File: src/hdl/ptk_pkg.sv
`default_nettype none

package ptk_pkg;

  localparam int unsigned DEPTH_BITS = 8;
  localparam int unsigned MAX_RES    = 3;

  // operation codes
  localparam logic [1:0] OP_BYTE = 2'd0;
  localparam logic [1:0] OP_EOL  = 2'd1;
  localparam logic [1:0] OP_EOR  = 2'd2;

  // lexer modes
  localparam logic [1:0] MODE_DEFAULT = 2'd0;
  localparam logic [1:0] MODE_STRING  = 2'd1;
  localparam logic [1:0] MODE_LIST    = 2'd2;

  // result kinds
  localparam logic [1:0] KIND_BYTE  = 2'd0;
  localparam logic [1:0] KIND_END   = 2'd1;
  localparam logic [1:0] KIND_WARN  = 2'd2;
  localparam logic [1:0] KIND_ERROR = 2'd3;

  // token types
  localparam logic [2:0] TK_IDENT    = 3'd0;
  localparam logic [2:0] TK_STRING   = 3'd1;
  localparam logic [2:0] TK_LIST     = 3'd2;
  localparam logic [2:0] TK_MODIFIER = 3'd3;
  localparam logic [2:0] TK_GROUP    = 3'd4;

  // status codes
  localparam logic [2:0] CODE_NONE       = 3'd0;
  localparam logic [2:0] CODE_BAD_ESC    = 3'd1;
  localparam logic [2:0] CODE_OPEN_STR   = 3'd2;
  localparam logic [2:0] CODE_OPEN_LIST  = 3'd3;
  localparam logic [2:0] CODE_EMPTY_LIT  = 3'd4;

  // characters
  localparam logic [7:0] CH_SQUOTE = 8'h27;
  localparam logic [7:0] CH_DQUOTE = 8'h22;
  localparam logic [7:0] CH_LBRACK = 8'h5B;
  localparam logic [7:0] CH_RBRACK = 8'h5D;
  localparam logic [7:0] CH_BSLASH = 8'h5C;
  localparam logic [7:0] CH_CARET  = 8'h5E;
  localparam logic [7:0] CH_STAR   = 8'h2A;
  localparam logic [7:0] CH_PLUS   = 8'h2B;
  localparam logic [7:0] CH_BAR    = 8'h7C;
  localparam logic [7:0] CH_LPAREN = 8'h28;
  localparam logic [7:0] CH_RPAREN = 8'h29;
  localparam logic [7:0] CH_TAB    = 8'h09;
  localparam logic [7:0] CH_LF     = 8'h0A;
  localparam logic [7:0] CH_VT     = 8'h0B;
  localparam logic [7:0] CH_FF     = 8'h0C;
  localparam logic [7:0] CH_CR     = 8'h0D;
  localparam logic [7:0] CH_SPACE  = 8'h20;
  localparam logic [7:0] CH_T      = 8'h74;
  localparam logic [7:0] CH_N      = 8'h6E;
  localparam logic [7:0] CH_R      = 8'h72;
  localparam logic [7:0] CH_V      = 8'h76;
  localparam logic [7:0] CH_F      = 8'h66;

  typedef struct packed {
    logic [1:0]            mode;
    logic                  esc;
    logic [7:0]            quote;
    logic [DEPTH_BITS-1:0] level;
    logic [2:0]            kind;
    logic                  nonempty;
    logic                  err;
  } lex_state_t;

  typedef struct packed {
    logic [1:0] kind;
    logic [7:0] data;
    logic [2:0] ttype;
    logic [2:0] code;
  } res_t;

  typedef struct packed {
    res_t [MAX_RES-1:0] items;
    logic [1:0]         count;
  } res_bundle_t;

  function automatic res_t mk_res(input logic [1:0] kind, input logic [7:0] data,
                                  input logic [2:0] ttype, input logic [2:0] code);
    res_t r;
    r.kind  = kind;
    r.data  = data;
    r.ttype = ttype;
    r.code  = code;
    return r;
  endfunction

endpackage

`default_nettype wire

File: src/hdl/ptk_step.sv
`default_nettype none

module ptk_step (
  input  wire logic [1:0]          op_i,
  input  wire logic [7:0]          byte_i,
  input  wire ptk_pkg::lex_state_t st_i,
  output ptk_pkg::lex_state_t      st_o,
  output ptk_pkg::res_bundle_t     res_o
);
  import ptk_pkg::*;

  localparam logic [DEPTH_BITS-1:0] LVL_MAX = '1;
  localparam logic [DEPTH_BITS-1:0] LVL_ONE = DEPTH_BITS'(1);

  lex_state_t  nxt;
  res_bundle_t res;
  logic [1:0]  n;
  logic        esc_ok;
  logic [7:0]  esc_val;
  logic [2:0]  grp_t;

  // escaped ordinary byte
  always_comb begin
    esc_ok  = 1'b1;
    esc_val = CH_BSLASH;
    case (byte_i)
      CH_BSLASH: esc_val = CH_BSLASH;
      CH_T:      esc_val = CH_TAB;
      CH_N:      esc_val = CH_LF;
      CH_R:      esc_val = CH_CR;
      CH_V:      esc_val = CH_VT;
      CH_F:      esc_val = CH_FF;
      default:   esc_ok  = 1'b0;
    endcase
  end

  assign grp_t = (byte_i == CH_CARET || byte_i == CH_STAR || byte_i == CH_PLUS) ?
                 TK_MODIFIER : TK_GROUP;

  always_comb begin
    nxt = st_i;
    res = '0;
    n   = 2'd0;
    case (op_i)
      OP_BYTE: begin
        if (!st_i.err) begin
          case (st_i.mode)
            MODE_STRING: begin
              if (byte_i == CH_SQUOTE || byte_i == CH_DQUOTE) begin
                if (byte_i == st_i.quote && !st_i.esc) begin
                  res.items[n] = st_i.nonempty ?
                                 mk_res(KIND_END, 8'h00, st_i.kind, CODE_NONE) :
                                 mk_res(KIND_WARN, 8'h00, st_i.kind, CODE_EMPTY_LIT);
                  n = n + 2'd1;
                  nxt.mode     = MODE_DEFAULT;
                  nxt.kind     = TK_IDENT;
                  nxt.nonempty = 1'b0;
                  nxt.esc      = 1'b0;
                end else begin
                  res.items[n] = mk_res(KIND_BYTE, byte_i, st_i.kind, CODE_NONE);
                  n = n + 2'd1;
                  nxt.nonempty = 1'b1;
                  nxt.esc      = 1'b0;
                end
              end else if (byte_i == CH_BSLASH) begin
                if (st_i.esc) begin
                  res.items[n] = mk_res(KIND_BYTE, CH_BSLASH, st_i.kind, CODE_NONE);
                  n = n + 2'd1;
                  nxt.nonempty = 1'b1;
                  nxt.esc      = 1'b0;
                end else begin
                  nxt.esc = 1'b1;
                end
              end else if (st_i.esc) begin
                if (esc_ok) begin
                  res.items[n] = mk_res(KIND_BYTE, esc_val, st_i.kind, CODE_NONE);
                  nxt.nonempty = 1'b1;
                  nxt.esc      = 1'b0;
                end else begin
                  res.items[n] = mk_res(KIND_ERROR, 8'h00, st_i.kind, CODE_BAD_ESC);
                  nxt.err = 1'b1;
                end
                n = n + 2'd1;
              end else begin
                res.items[n] = mk_res(KIND_BYTE, byte_i, st_i.kind, CODE_NONE);
                n = n + 2'd1;
                nxt.nonempty = 1'b1;
              end
            end
            MODE_LIST: begin
              if (byte_i == CH_LBRACK) begin
                if (st_i.esc) begin
                  nxt.esc = 1'b0;
                end else if (st_i.level < LVL_MAX) begin
                  nxt.level = st_i.level + LVL_ONE;
                end
                res.items[n] = mk_res(KIND_BYTE, byte_i, st_i.kind, CODE_NONE);
                n = n + 2'd1;
                nxt.nonempty = 1'b1;
              end else if (byte_i == CH_RBRACK) begin
                if (st_i.esc) begin
                  res.items[n] = mk_res(KIND_BYTE, byte_i, st_i.kind, CODE_NONE);
                  n = n + 2'd1;
                  nxt.nonempty = 1'b1;
                  nxt.esc      = 1'b0;
                end else begin
                  if (st_i.level != '0) begin
                    nxt.level = st_i.level - LVL_ONE;
                  end
                  if (nxt.level == '0) begin
                    res.items[n] = st_i.nonempty ?
                                   mk_res(KIND_END, 8'h00, st_i.kind, CODE_NONE) :
                                   mk_res(KIND_WARN, 8'h00, st_i.kind, CODE_EMPTY_LIT);
                    nxt.mode     = MODE_DEFAULT;
                    nxt.kind     = TK_IDENT;
                    nxt.nonempty = 1'b0;
                    nxt.esc      = 1'b0;
                  end else begin
                    res.items[n] = mk_res(KIND_BYTE, byte_i, st_i.kind, CODE_NONE);
                    nxt.nonempty = 1'b1;
                  end
                  n = n + 2'd1;
                end
              end else if (byte_i == CH_BSLASH) begin
                if (st_i.esc) begin
                  res.items[n] = mk_res(KIND_BYTE, CH_BSLASH, st_i.kind, CODE_NONE);
                  n = n + 2'd1;
                  nxt.nonempty = 1'b1;
                  nxt.esc      = 1'b0;
                end else begin
                  nxt.esc = 1'b1;
                end
              end else if (st_i.esc) begin
                if (esc_ok) begin
                  res.items[n] = mk_res(KIND_BYTE, esc_val, st_i.kind, CODE_NONE);
                  nxt.nonempty = 1'b1;
                  nxt.esc      = 1'b0;
                end else begin
                  res.items[n] = mk_res(KIND_ERROR, 8'h00, st_i.kind, CODE_BAD_ESC);
                  nxt.err = 1'b1;
                end
                n = n + 2'd1;
              end else begin
                res.items[n] = mk_res(KIND_BYTE, byte_i, st_i.kind, CODE_NONE);
                n = n + 2'd1;
                nxt.nonempty = 1'b1;
              end
            end
            default: begin
              case (byte_i)
                CH_SQUOTE, CH_DQUOTE, CH_LBRACK: begin
                  if (st_i.nonempty) begin
                    res.items[n] = mk_res(KIND_END, 8'h00, TK_IDENT, CODE_NONE);
                    n = n + 2'd1;
                  end
                  nxt.esc      = 1'b0;
                  nxt.nonempty = 1'b0;
                  if (byte_i == CH_LBRACK) begin
                    nxt.mode  = MODE_LIST;
                    nxt.level = LVL_ONE;
                    nxt.kind  = TK_LIST;
                  end else begin
                    nxt.mode  = MODE_STRING;
                    nxt.quote = byte_i;
                    nxt.kind  = TK_STRING;
                  end
                end
                CH_CARET, CH_STAR, CH_PLUS, CH_BAR, CH_LPAREN, CH_RPAREN: begin
                  if (st_i.nonempty) begin
                    res.items[n] = mk_res(KIND_END, 8'h00, TK_IDENT, CODE_NONE);
                    n = n + 2'd1;
                  end
                  res.items[n] = mk_res(KIND_BYTE, byte_i, grp_t, CODE_NONE);
                  n = n + 2'd1;
                  res.items[n] = mk_res(KIND_END, 8'h00, grp_t, CODE_NONE);
                  n = n + 2'd1;
                  nxt.kind     = TK_IDENT;
                  nxt.nonempty = 1'b0;
                end
                CH_TAB, CH_SPACE, CH_CR, CH_LF: begin
                  if (st_i.nonempty) begin
                    res.items[n] = mk_res(KIND_END, 8'h00, TK_IDENT, CODE_NONE);
                    n = n + 2'd1;
                  end
                  nxt.nonempty = 1'b0;
                end
                default: begin
                  res.items[n] = mk_res(KIND_BYTE, byte_i, st_i.kind, CODE_NONE);
                  n = n + 2'd1;
                  nxt.nonempty = 1'b1;
                end
              endcase
            end
          endcase
        end
      end
      OP_EOL, OP_EOR: begin
        if (!st_i.err) begin
          if (st_i.mode == MODE_STRING) begin
            res.items[n] = mk_res(KIND_ERROR, 8'h00, st_i.kind, CODE_OPEN_STR);
            n = n + 2'd1;
            nxt.err = 1'b1;
          end else if (st_i.mode == MODE_LIST) begin
            res.items[n] = mk_res(KIND_ERROR, 8'h00, st_i.kind, CODE_OPEN_LIST);
            n = n + 2'd1;
            nxt.err = 1'b1;
          end else if (op_i == OP_EOR && st_i.nonempty) begin
            res.items[n] = mk_res(KIND_END, 8'h00, TK_IDENT, CODE_NONE);
            n = n + 2'd1;
          end
        end
        if (op_i == OP_EOR) begin
          // rule ends: back to reset state whatever was emitted
          nxt = '0;
        end
      end
      default: begin
      end
    endcase
    res.count = n;
  end

  assign st_o  = nxt;
  assign res_o = res;

endmodule

`default_nettype wire

File: src/hdl/ptk_res_buf.sv
`default_nettype none

module ptk_res_buf (
  input  wire logic                  clk_i,
  input  wire logic                  rst_ni,
  input  wire logic                  push_i,
  input  wire ptk_pkg::res_bundle_t  res_i,
  output logic                       free_o,
  output logic                       out_valid_o,
  input  wire logic                  out_ready_i,
  output ptk_pkg::res_t              res_o,
  output logic                       last_o
);
  import ptk_pkg::*;

  res_t [MAX_RES-1:0] ent_q;
  logic [1:0]         cnt_q, cnt_d;
  logic [1:0]         rd_q, rd_d;
  logic               take, final_take;

  assign out_valid_o = (rd_q != cnt_q);
  assign take        = out_valid_o && out_ready_i;
  assign last_o      = ((rd_q + 2'd1) == cnt_q);
  assign final_take  = take && last_o;
  assign free_o      = !out_valid_o || final_take;
  assign res_o       = ent_q[rd_q];

  always_comb begin
    cnt_d = cnt_q;
    rd_d  = rd_q;
    if (free_o) begin
      cnt_d = push_i ? res_i.count : 2'd0;
      rd_d  = 2'd0;
    end else if (take) begin
      rd_d = rd_q + 2'd1;
    end
  end

  always_ff @(posedge clk_i or negedge rst_ni) begin
    if (!rst_ni) begin
      cnt_q <= 2'd0;
      rd_q  <= 2'd0;
    end else begin
      cnt_q <= cnt_d;
      rd_q  <= rd_d;
    end
  end

  always_ff @(posedge clk_i) begin
    if (free_o && push_i) begin
      ent_q <= res_i.items;
    end
  end

endmodule

`default_nettype wire

File: src/hdl/peg_rule_tokenizer.sv
// Grammar rule body tokenizer.
// Input channel: in_valid_i/in_ready_o carry one word (operation_i, char_byte_i):
// a text byte, an end of line or an end of rule. Output channel:
// out_valid_o/out_ready_i carry result words (kind, data_byte, token_type,
// code, last); one input word gives zero to three results, last_o marks the
// final one of that input. Words giving no result produce nothing.
// A taken word waits in the input register, is lexed from it once the result
// buffer is free, and its results are registered in the buffer before output.
// Throughput: one input word per cycle while each gives at most one result and
// out_ready_i is high; otherwise the output port, one result per cycle, sets
// the pace: the three-entry result buffer must drain before a word is lexed.
// A new word is taken whenever the input register is empty or moves on.
// Reset clears the lexer state, the input register and the result buffer.
// When the receiver stalls, results hold on the output, the input register
// fills and in_ready_o falls; nothing is dropped.
`default_nettype none

module peg_rule_tokenizer (
  input  wire logic       clk_i,
  input  wire logic       rst_ni,
  input  wire logic       in_valid_i,
  output logic            in_ready_o,
  input  wire logic [1:0] operation_i,
  input  wire logic [7:0] char_byte_i,
  output logic            out_valid_o,
  input  wire logic       out_ready_i,
  output logic [1:0]      kind_o,
  output logic [7:0]      data_byte_o,
  output logic [2:0]      token_type_o,
  output logic [2:0]      code_o,
  output logic            last_o
);
  import ptk_pkg::*;

  logic        in_vld_q;
  logic [1:0]  op_q;
  logic [7:0]  byte_q;
  lex_state_t  st_q, st_d;
  res_bundle_t res;
  res_t        out_res;
  logic        buf_free;
  logic        proc;
  logic        in_take;

  assign proc       = in_vld_q && buf_free;
  assign in_ready_o = !in_vld_q || proc;
  assign in_take    = in_valid_i && in_ready_o;

  always_ff @(posedge clk_i or negedge rst_ni) begin
    if (!rst_ni) begin
      in_vld_q <= 1'b0;
      st_q     <= '0;
    end else begin
      if (in_ready_o) begin
        in_vld_q <= in_valid_i;
      end
      if (proc) begin
        st_q <= st_d;
      end
    end
  end

  always_ff @(posedge clk_i) begin
    if (in_take) begin
      op_q   <= operation_i;
      byte_q <= char_byte_i;
    end
  end

  ptk_step u_step (
    .op_i   (op_q),
    .byte_i (byte_q),
    .st_i   (st_q),
    .st_o   (st_d),
    .res_o  (res)
  );

  ptk_res_buf u_buf (
    .clk_i       (clk_i),
    .rst_ni      (rst_ni),
    .push_i      (proc),
    .res_i       (res),
    .free_o      (buf_free),
    .out_valid_o (out_valid_o),
    .out_ready_i (out_ready_i),
    .res_o       (out_res),
    .last_o      (last_o)
  );

  assign kind_o       = out_res.kind;
  assign data_byte_o  = out_res.data;
  assign token_type_o = out_res.ttype;
  assign code_o       = out_res.code;

`ifndef ASSERT_OFF
  a_byte_no_code: assert property (@(posedge clk_i) disable iff (!rst_ni)
    out_valid_o && (kind_o == KIND_BYTE || kind_o == KIND_END) |-> code_o == CODE_NONE)
    else $error("token byte or end carries a status code");

  a_err_code: assert property (@(posedge clk_i) disable iff (!rst_ni)
    out_valid_o && kind_o == KIND_ERROR |->
      (code_o == CODE_BAD_ESC || code_o == CODE_OPEN_STR || code_o == CODE_OPEN_LIST))
    else $error("error result with wrong code");

  a_sticky_quiet: assert property (@(posedge clk_i) disable iff (!rst_ni)
    proc && st_q.err |-> res.count == 2'd0)
    else $error("results produced while error is sticky");

  a_eor_clears: assert property (@(posedge clk_i) disable iff (!rst_ni)
    proc && op_q == OP_EOR |=> st_q == '0)
    else $error("state not cleared at end of rule");
`endif

endmodule

`default_nettype wire

File: config.mk
export PLATFORM = sky130hd
export DESIGN_NAME = peg_rule_tokenizer
export DESIGN_NICKNAME = d
export VERILOG_FILES = /design/src/hdl/ptk_pkg.sv /design/src/hdl/ptk_step.sv /design/src/hdl/ptk_res_buf.sv /design/src/hdl/peg_rule_tokenizer.sv
export SDC_FILE = /design/constraint.sdc
export NUM_CORES = 1
export LEC_CHECK = 0
export BUFFER_PORTS_ARGS = -buffer_cell sky130_fd_sc_hd__buf_4
export CORE_MARGIN = 2
export CORE_UTILIZATION = 55
export DETAILED_ROUTE_END_ITERATION = 10
export PLACE_DENSITY_LB_ADDON = 0.3
export REMOVE_ABC_BUFFERS = 1
export SETUP_SLACK_MARGIN = 0.2
export SLEW_MARGIN = 5
export SYNTH_ARGS = -nofsm -noshare
export SYNTH_HDL_FRONTEND = slang
export SYNTH_HIERARCHICAL = 1
export SYNTH_SLANG_ARGS = --single-unit
File: constraint.sdc
create_clock -name clk_i -period 6.1 [get_ports clk_i]
set_input_delay 1.525 -clock clk_i [delete_from_list [all_inputs] [get_ports clk_i]]
set_output_delay 1.525 -clock clk_i [all_outputs]
set_load 0.02 [all_outputs]
======== Word level (Yosys, flattened, before mapping) ========
Cells that the tools add are included.
word-level totals
  register bits ........................... 87
  input bits .............................. 14
  output and inout port bits .............. 19
  logic and storage cells ................. 239
operators by class
  add/sub/neg operators ................... 5
  order comparisons ....................... 6
  equal/unequal tests ..................... 47
  mux-type cells .......................... 118
  bitwise logic cells ..................... 2
  reduce and logical (&&, ||, !) cells .... 37
operators by type and width
  cell                count
  $mux 16             21
  $mux 8              13
  $bwmux 48           2
  $pmux 16 s2         3
  $eq 8x7->1 const B  10
  $demux 16 s2        2
  $eq 8x6->1 const B  7
  $mux 24             2
  $pmux 24 s2         1
  $mux 2              20
  $pmux 7 s5          1
  $reduce_and 11->1   3
  $bmux 16 s2         1
  $mux 1              32
  $mux 15             2
  $eq 8x4->1 const B  3
  $mux 11             2
  $mux 19             1
  $mux 3              6
  $pmux 8 s2          1
  $ne 3x2->1 const B  5
  $mux 13             1
  $reduce_or 13->1    1
  $ne 4x4->1 const B  3
  other kinds (38)    72

======== Longest topological paths before layout ========
Gate-level depths: netlist of run 1.
  depth in word-level cells ............... 16
  mapped depth ............................ 10
  mapped depth without buffers ............ 9

======== Cells and area by module ========
Netlist of run 1, hierarchy kept.
by module, submodules not included
  module              times used  cells an instance  area an instance (um^2)  sequential area each (um^2)
  ptk_step            1           454                2790.2                   0.0
  ptk_res_buf         1           139                2060.7                   1541.5
  peg_rule_tokenizer  1           66                 1320.0                   925.9

======== Worst setup path after synthesis of run 1 ========
OpenSTA, ideal clock, no wires.
  path kind ............................... input port to flip-flop
  start ................................... in out_ready_i
  end ..................................... reg u_buf/ent_q[0] in the netlist's numbering, enable pin
  library setup time ...................... 0.454 ns
  arrival time ............................ 4.602 ns
  data required time ...................... 5.646 ns
  path slack .............................. 1.044 ns
  stages on the path ...................... 10
  path buffers ............................ 2
  path through ............................ nand2b_1 a21oi_1 or3_1 buf_2 inv_1 nand2_2 buf_6 inv_1 inv_1 nor2_1
between the ends
  word-level cells in the longest chain between the ends .. 5
RTL lines
  element                 line                      text
  start: declaration      peg_rule_tokenizer.sv:26  input wire logic out_ready_i,
  $logic_and 1x1->1       ptk_res_buf.sv:22         assign take = out_valid_o && out_ready_i;
  $logic_and 1x1->1       ptk_res_buf.sv:24         assign final_take = take && last_o;
  $logic_or 1x1->1        ptk_res_buf.sv:25         assign free_o = !out_valid_o || final_take;
  named net buf_free      peg_rule_tokenizer.sv:41  logic buf_free;
  $logic_and 1x1->1       peg_rule_tokenizer.sv:45  assign proc = in_vld_q && buf_free;
  named net proc          peg_rule_tokenizer.sv:42  logic proc;
  $logic_and 1x1->1       ptk_res_buf.sv:50         if (free_o && push_i) begin
  end signal: assignment  ptk_res_buf.sv:51         ent_q <= res_i.items;
  end: declaration        ptk_res_buf.sv:16         res_t [MAX_RES-1:0] ent_q;
The timed path passes the listed nets, and every way through them passes these cells.
A chain may end at the register's enable or synchronous reset.

======== Worst setup path after layout of run 1 ========
  start ................................... in out_ready_i
  end ..................................... out in_ready_o
between the ends
  word-level cells in the longest chain between the ends .. 5
RTL lines
  element             line                      text
  $logic_and 1x1->1   ptk_res_buf.sv:22
  $logic_and 1x1->1   ptk_res_buf.sv:24
  $logic_or 1x1->1    ptk_res_buf.sv:25
  named net buf_free  peg_rule_tokenizer.sv:41
  $logic_and 1x1->1   peg_rule_tokenizer.sv:45
  $logic_or 1x1->1    peg_rule_tokenizer.sv:46  assign in_ready_o = !in_vld_q || proc;
  end: declaration    peg_rule_tokenizer.sv:22  output logic in_ready_o,
The timed path passes the listed nets, and every way through them passes these cells.

==> impl_metrics.ini, run 1 <==
[clock_tree]
clk_pin_slew_ps = 80
clkLatencyLatePin_ps = 360
root_buffer = clkbuf_8
h-tree-depth = 3
numCtsBuffers = 9
clockBufferDepth = 2
tritoncts = built
ctsHoldBuffers = 0
ctsResizeCount = 0
postCtsSetupBuffers = 0
cts.sinks = 87

[worst_setup_path]
worstPathCellList = buf_4, nand2b_1, a21oi_1, or3_1, inv_1, or2b_1, buf_4
timing.critical_path.max_delay_family = simple AND/OR/NAND/NOR gates
arrival_ps = 2760
critPathMostFrequentCell = buf_4
path_class = input pin to output pin
cp_slowest_cell = or2b_1
cp_num_buf_inv = 3
critPathMaxStageDelay_ps = 270
cp_max_fo = 7
worst_setup_path_start_kind = input pin
end_kind = output pin
crit_required_ps = 4580

[global_routing]
grt-ovfl-total = 0
grt_antenna_before_repair = 0
grt_pass1_wl_um = 24200
grt_max_degree = 34
grt_use_total_pct = 26.1
grt_pass1_vias = 4827

[final_layout]
multi_input_area_mm2 = 0.00331
synthToLayoutAreaGrowth_pct = 5.74
most-common-layout-cells = nand2_1 (64), edfxtp_1 (58), o21ai_0 (51), nor2_1 (39)
layoutNonFillerInstCount = 801
final_common_cell = nand2_1
nets = 679
drive_gt1_share_pct = 13.9
n_fill_cell = 970
register_area_mm2 = 0.00247
diodes = 0

[timing]
fin_setup_tns_ps = 0
period_share_pct = 70.2
max_freq_mhz = 234
rsz0062_at_grt = false
max-slew-margin-rel_pct = 34.6
hold_slack_ps = 569
finalHoldViolations = 0
setup_viol = 0
skew_ps = 10.1
slew_viol_final = 0
fin_ws_ps = 1820
worst_pin_slew_ps = 979
period_minus_slack_ps = 4280

[synth]
synthTopCellsByArea = edfxtp_1 (28%), dfrtp_1 (12%), mux2_4 (4.6%)
synth_top_flop_cell = edfxtp_1
ys.warnings.count = 6
synth_compound_area_share_pct = 18.9
netlist.area_leader.share_pct = 28.2
syn_inst = 659
synth_top_family_by_area = simple AND/OR/NAND/NOR gates
synth-simple-area-share_pct = 20.4
ys_ff_latch = 87
syn_area_mm2 = 0.00617
muxShareOfSynthArea_pct = 8.78
ys_seq_area_share_pct = 40.0
avgSynthCellArea_um2 = 9.36
yosysTopAreaCell = edfxtp_1
async_flop_share_pct = 33.3
synth_edf_count = 58
synth_fa_ha_area_share_pct = 1.82
yosys.area_share.xor_xnor_pct = 2.53
synth_cell_type_count = 81

[floorplan]
fp.coreArea_mm2 = 0.0109
rows = 38
die_area_mm2 = 0.0121
floorplan.die.height_um = 110
die_w_um = 110
start_util_pct = 56.7
ios = 33

[placement]
place_inst = 785
dpl_worst_slack_ps = 1550
place_congestion = 0.956
portBuffers = 32
dp_hpwl_um = 10700

[hold_path]
hp-class = register to register

[pwr]
p_leak_uw = 0.00252
ir_drop_mv = 0.233
total_power_uw = 2670
p_per_area_mw_per_mm2 = 410

[flow_run]
drv_cap = 0

[route]
vias = 5211
avgViaCountPerCell = 6.51
drcViolationCount = 0
ant_nets = 0
routedWlPerCell_um = 19.3
routed_wl_um = 15400
drtIter0Drc = 687
dr.pass1.iters = 5

[status]
status = finished clean
[path summary, 6_finish.rpt]
path                                     start              end  slack [ps]  cells past startpoint
worst min register to register        st_q[18]         st_q[18]         570                      1
worst min-delay path                  st_q[18]         st_q[18]         570                      1
worst max register to register  u_buf/cnt_q[1]  u_buf/ent_q[41]        2490                      9
worst max-delay path               out_ready_i       in_ready_o        1820                      7
min in group asynchronous               rst_ni          st_q[8]        1090                      1
max in group asynchronous               rst_ni         st_q[23]        4710                      1
[synth_stat cells, types with 12 or more instances]
master	n
mux2i_1	20
nor2b_1	13
buf_2	14
nand2_1	64
dfrtp_1	29
o21ai_0	51
nor2_1	40
nor3_1	13
and3_1	18
nand3_1	12
clkbuf_1	30
inv_1	25
xnor2_1	14
buf_4	19
edfxtp_1	58
a21oi_1	37
mux2_4	19
[power by group]
part / leakage [uW] / total (uW) / switching, uW / internal (uW)
combinational: 0.00148 / 1280 / 791 / 491
sequential: 0.000943 / 994 / 150 / 844
clock: 0.0000978 / 396 / 201 / 195
total: 0.00252 / 2670 / 1140 / 1530
[flip-flops by register name, summed over array words and instances (netlist names)]
register,flops
byte_q,8
in_vld_q,1
op_q,2
st_q,24
u_buf/cnt_q,2
u_buf/ent_q,48
u_buf/rd_q,2
[worst register-to-register path, cell delays in order, from the launching register on]
cell	delay [ps]
dfrtp_1	460
xnor2_2	210
and3_1	200
or3_1	490
inv_1	130
nand2_2	480
inv_1	260
inv_1	100
nor2_4	680
buf_4	320
[final cells by class]
cell class / instances / share of cell area [%]
Sequential cell: 87 / 37.8
Tap cell: 140 / 2.68
Timing Repair Buffer: 37 / 4.26
Clock buffer: 14 / 2.82
Multi-Input combinational cell: 495 / 50.7
Clock inverter: 2 / 0.192
Inverter: 26 / 1.50
[through the flow]
| stage | area, um2 | utilization (%) |
|---|---|---|
| after floorplan | 5870 | - |
| after global placement | 6330 | 58.1 |
| after detailed placement | 6330 | 58.1 |
| after CTS | 6530 | 59.9 |
| after global routing | 6530 | 59.9 |
| final | 6530 | 59.9 |
[logic make-up (layout without fill, tap and decap cells)]
logic type | Yosys count | after routing
simple gates | 229 | 229
compound gates | 179 | 179
buf+inv | 93 | 79
flops | 87 | 87
mux | 44 | 44
xor+xnor | 17 | 17
fa+ha+maj | 9 | 9
other cells | 1 | 17
[per-layer routing]
layer	share of wire, %	global-route usage, %
met2	47	41.9
met1	42	35.5
met5	0	0
met3	8.6	5.04
met4	1.8	8.41
(Power assumes the default switching activity.)
==> inputs of run 2 (changes only) <==
- ABC_AREA: default -> 1
- clock period: 6.1 -> 4 ns (I/O delays scaled with it)
==> run 2 against run 1 <==
Compared with the run above:
- worst hold slack got worse by 54 ps
- cell count rose by 27%
- cell area rose by 3.8%
- die area rose by 1.5%
- register-to-register slack got worse by 1400 ps
- first-iteration DRC count rose by 14%
- worst setup slack got worse by 990 ps
- critical path type is now register to output pin
- largest power group unchanged
- critical path depth rose by 3
- combinational power rose by 140%
- sequential share of layout area fell by 1.4 points
- power rose by 110%
==> impl_metrics.ini, run 2 <==
[timing]
rsz0062_at_grt = false
max-slew-margin-rel_pct = 27.0
period_share_pct = 79.4
worst_pin_slew_ps = 1100
setup_viol = 0
hold_slack_ps = 516
skew_ps = 12.7
slew_viol_final = 0
finalHoldViolations = 0
period_minus_slack_ps = 3180
fin_setup_tns_ps = 0
max_freq_mhz = 315

[synth]
synth_edf_count = 58
syn_area_mm2 = 0.00627
muxShareOfSynthArea_pct = 0
netlist.area_leader.share_pct = 27.8
synth_compound_area_share_pct = 12.5
yosysTopAreaCell = edfxtp_1
synth_top_family_by_area = simple AND/OR/NAND/NOR gates
synth.top_cells.by_count = nand2_1 (224), nand3_1 (105), nor2_1 (94)
ys.warnings.count = 6
syn_inst = 854
ys_ff_latch = 87
synth_cell_type_count = 46
yosys.area_share.xor_xnor_pct = 0.699
avgSynthCellArea_um2 = 7.34
async_flop_share_pct = 33.3
synth_most_common_cell = nand2_1
ys_seq_area_share_pct = 39.4
synthTopCellsByArea = edfxtp_1 (28%), nand2_1 (13%), dfrtp_1 (12%)
synth_top_flop_cell = edfxtp_1
synth_fa_ha_area_share_pct = 1.80
synth-simple-area-share_pct = 34.4

[worst_setup_path]
crit_start = u_buf/rd_q[1]
path_class = register to output pin
arrival_ps = 2180
cp_max_fo = 37
rr_startpoint = u_buf/rd_q[1]
worstPathCellList = buf_4, nand2_1, nand2_2, nand3_4, nand2_4, nand2_4, inv_2, inv_1, nand2_1, buf_4
crit_required_ps = 3000
timing.critical_path.max_delay_family = buffers and inverters
critPathMaxStageDelay_ps = 330
worst_setup_path_start_kind = register
end_kind = output pin
cp_slowest_cell = buf_4
cp_num_buf_inv = 4

[clock_tree]
clkLatencyLatePin_ps = 350
cts.sinks = 87
h-tree-depth = 3
clockBufferDepth = 2
ctsResizeCount = 0
numCtsBuffers = 9
root_buffer = clkbuf_16
tritoncts = built
ctsHoldBuffers = 0
postCtsSetupBuffers = 0
clk_pin_slew_ps = 70

[final_layout]
nets = 894
largest_registers = u_buf/ent_q: 48 flops, st_q: 24 flops, byte_q: 8 flops
drive_gt1_share_pct = 11.9
final_common_cell = nand2_1
largest_register_ffs = 48
most-common-layout-cells = nand2_1 (224), nand3_1 (105), nor2_1 (94), inv_1 (73), edfxtp_1 (58)
regMostFlops = u_buf/ent_q
synthToLayoutAreaGrowth_pct = 8.04
diodes = 0

[route]
drtIter0Drc = 786
route.met2.wl_um = 8440
routed.top_layer = met4
avgViaCountPerCell = 5.82
wl_met3_um = 1210
routedWlPerCell_um = 17.5
vias = 5915
routed_wl_um = 17700
dr.pass1.iters = 7
drcViolationCount = 0
ant_nets = 0
m1WireLength_um = 7690

[global_routing]
grt_max_degree = 38
grt-ovfl-total = 0
grt_pass1_vias = 5663
grt_pass1_wl_um = 29100
grt_antenna_before_repair = 0
grt_use_total_pct = 29.5

[placement]
portBuffers = 32
place_congestion = 0.974
dp_hpwl_um = 12900

[hold_path]
hp-class = register to register
hold_path_startpoint = st_q[16]

[floorplan]
start_util_pct = 57.1
fp.coreArea_mm2 = 0.0110
die_area_mm2 = 0.0123
die_w_um = 111
ios = 33
floorplan.die.height_um = 111
rows = 38

[pwr]
power.switching_uw = 2810
p_per_area_mw_per_mm2 = 829
switching_share_pct = 50.0
p_clk_share_pct = 15.0
p_leak_uw = 0.00307
total_power_uw = 5620
ir_drop_mv = 0.689
p_int_uw = 2810
p_seq_share_pct = 29.4
p_comb_share_pct = 55.6

[flow_run]
drv_cap = 0

[status]
status = finished clean
-- run 2: cell type report --
type | count | area [um2]
fill | 998 | 4210
multi-input combinational | 641 | 3160
sequential | 87 | 2470
timing repair buffer | 44 | 343
inverter | 88 | 333
clock buffer | 11 | 254
tap | 140 | 175
clock inverter | 5 | 37.5
-- run 2: metal layers --
metal / global-route usage, % / up-vias
li1: - / 2860
met3: 4.54 / 41
met2: 48.5 / 249
met1: 40.1 / 2765
met4: 9.75 / 0
met5: 0 / -
-- run 2: final timing paths --
path | endpoint | slack (ps) | cells past startpoint
worst max-delay path | in_ready_o | 820 | 10
worst min-delay path | st_q[16] | 520 | 2
worst max register to register | u_buf/ent_q[21] | 1120 | 12
worst min register to register | st_q[16] | 520 | 2
max in group asynchronous | u_buf/cnt_q[0] | 3140 | 1
min in group asynchronous | st_q[9] | 570 | 1
-- run 2: kinds of logic (layout without fill, tap and decap cells) --
| group | count (synthesis) | count (layout) |
|---|---|---|
| AO/OA/AOI/OAI | 128 | 128 |
| adder cells (fa/ha/maj) | 9 | 9 |
| flip-flops | 87 | 87 |
| other | 1 | 17 |
| XOR/XNOR | 5 | 5 |
| AND/OR/NAND/NOR | 482 | 482 |
| buffers and inverters | 142 | 148 |
-- run 2: metrics by stage --
| step | instances | util (%) | area (um2) | setup WS, ps |
|---|---|---|---|---|
| after floorplan | 816 | - | 5960 | 185 |
| after global placement | 1000 | 59.0 | 6480 | 1070 |
| after detailed placement | 1000 | 59.0 | 6480 | 997 |
| after CTS | 1016 | 61.7 | 6770 | 836 |
| after global routing | 1016 | 61.7 | 6770 | 651 |
| final | 1016 | 61.7 | 6770 | 825 |
-- run 2: power by group through the flow --
stage,Combinational [uW],Sequential [uW],Clock [uW]
floorplan,2110,1600,0
global placement,3010,1650,0
detailed placement,3050,1670,0
CTS,3060,1650,847
global route,3460,1690,889
finish,3120,1650,842
-- run 2: tightest hold or removal path, cell delays in order (launching register included) --
cell and delay (ps):
dfrtp_1 380, nand2_2 60, nand2_1 50
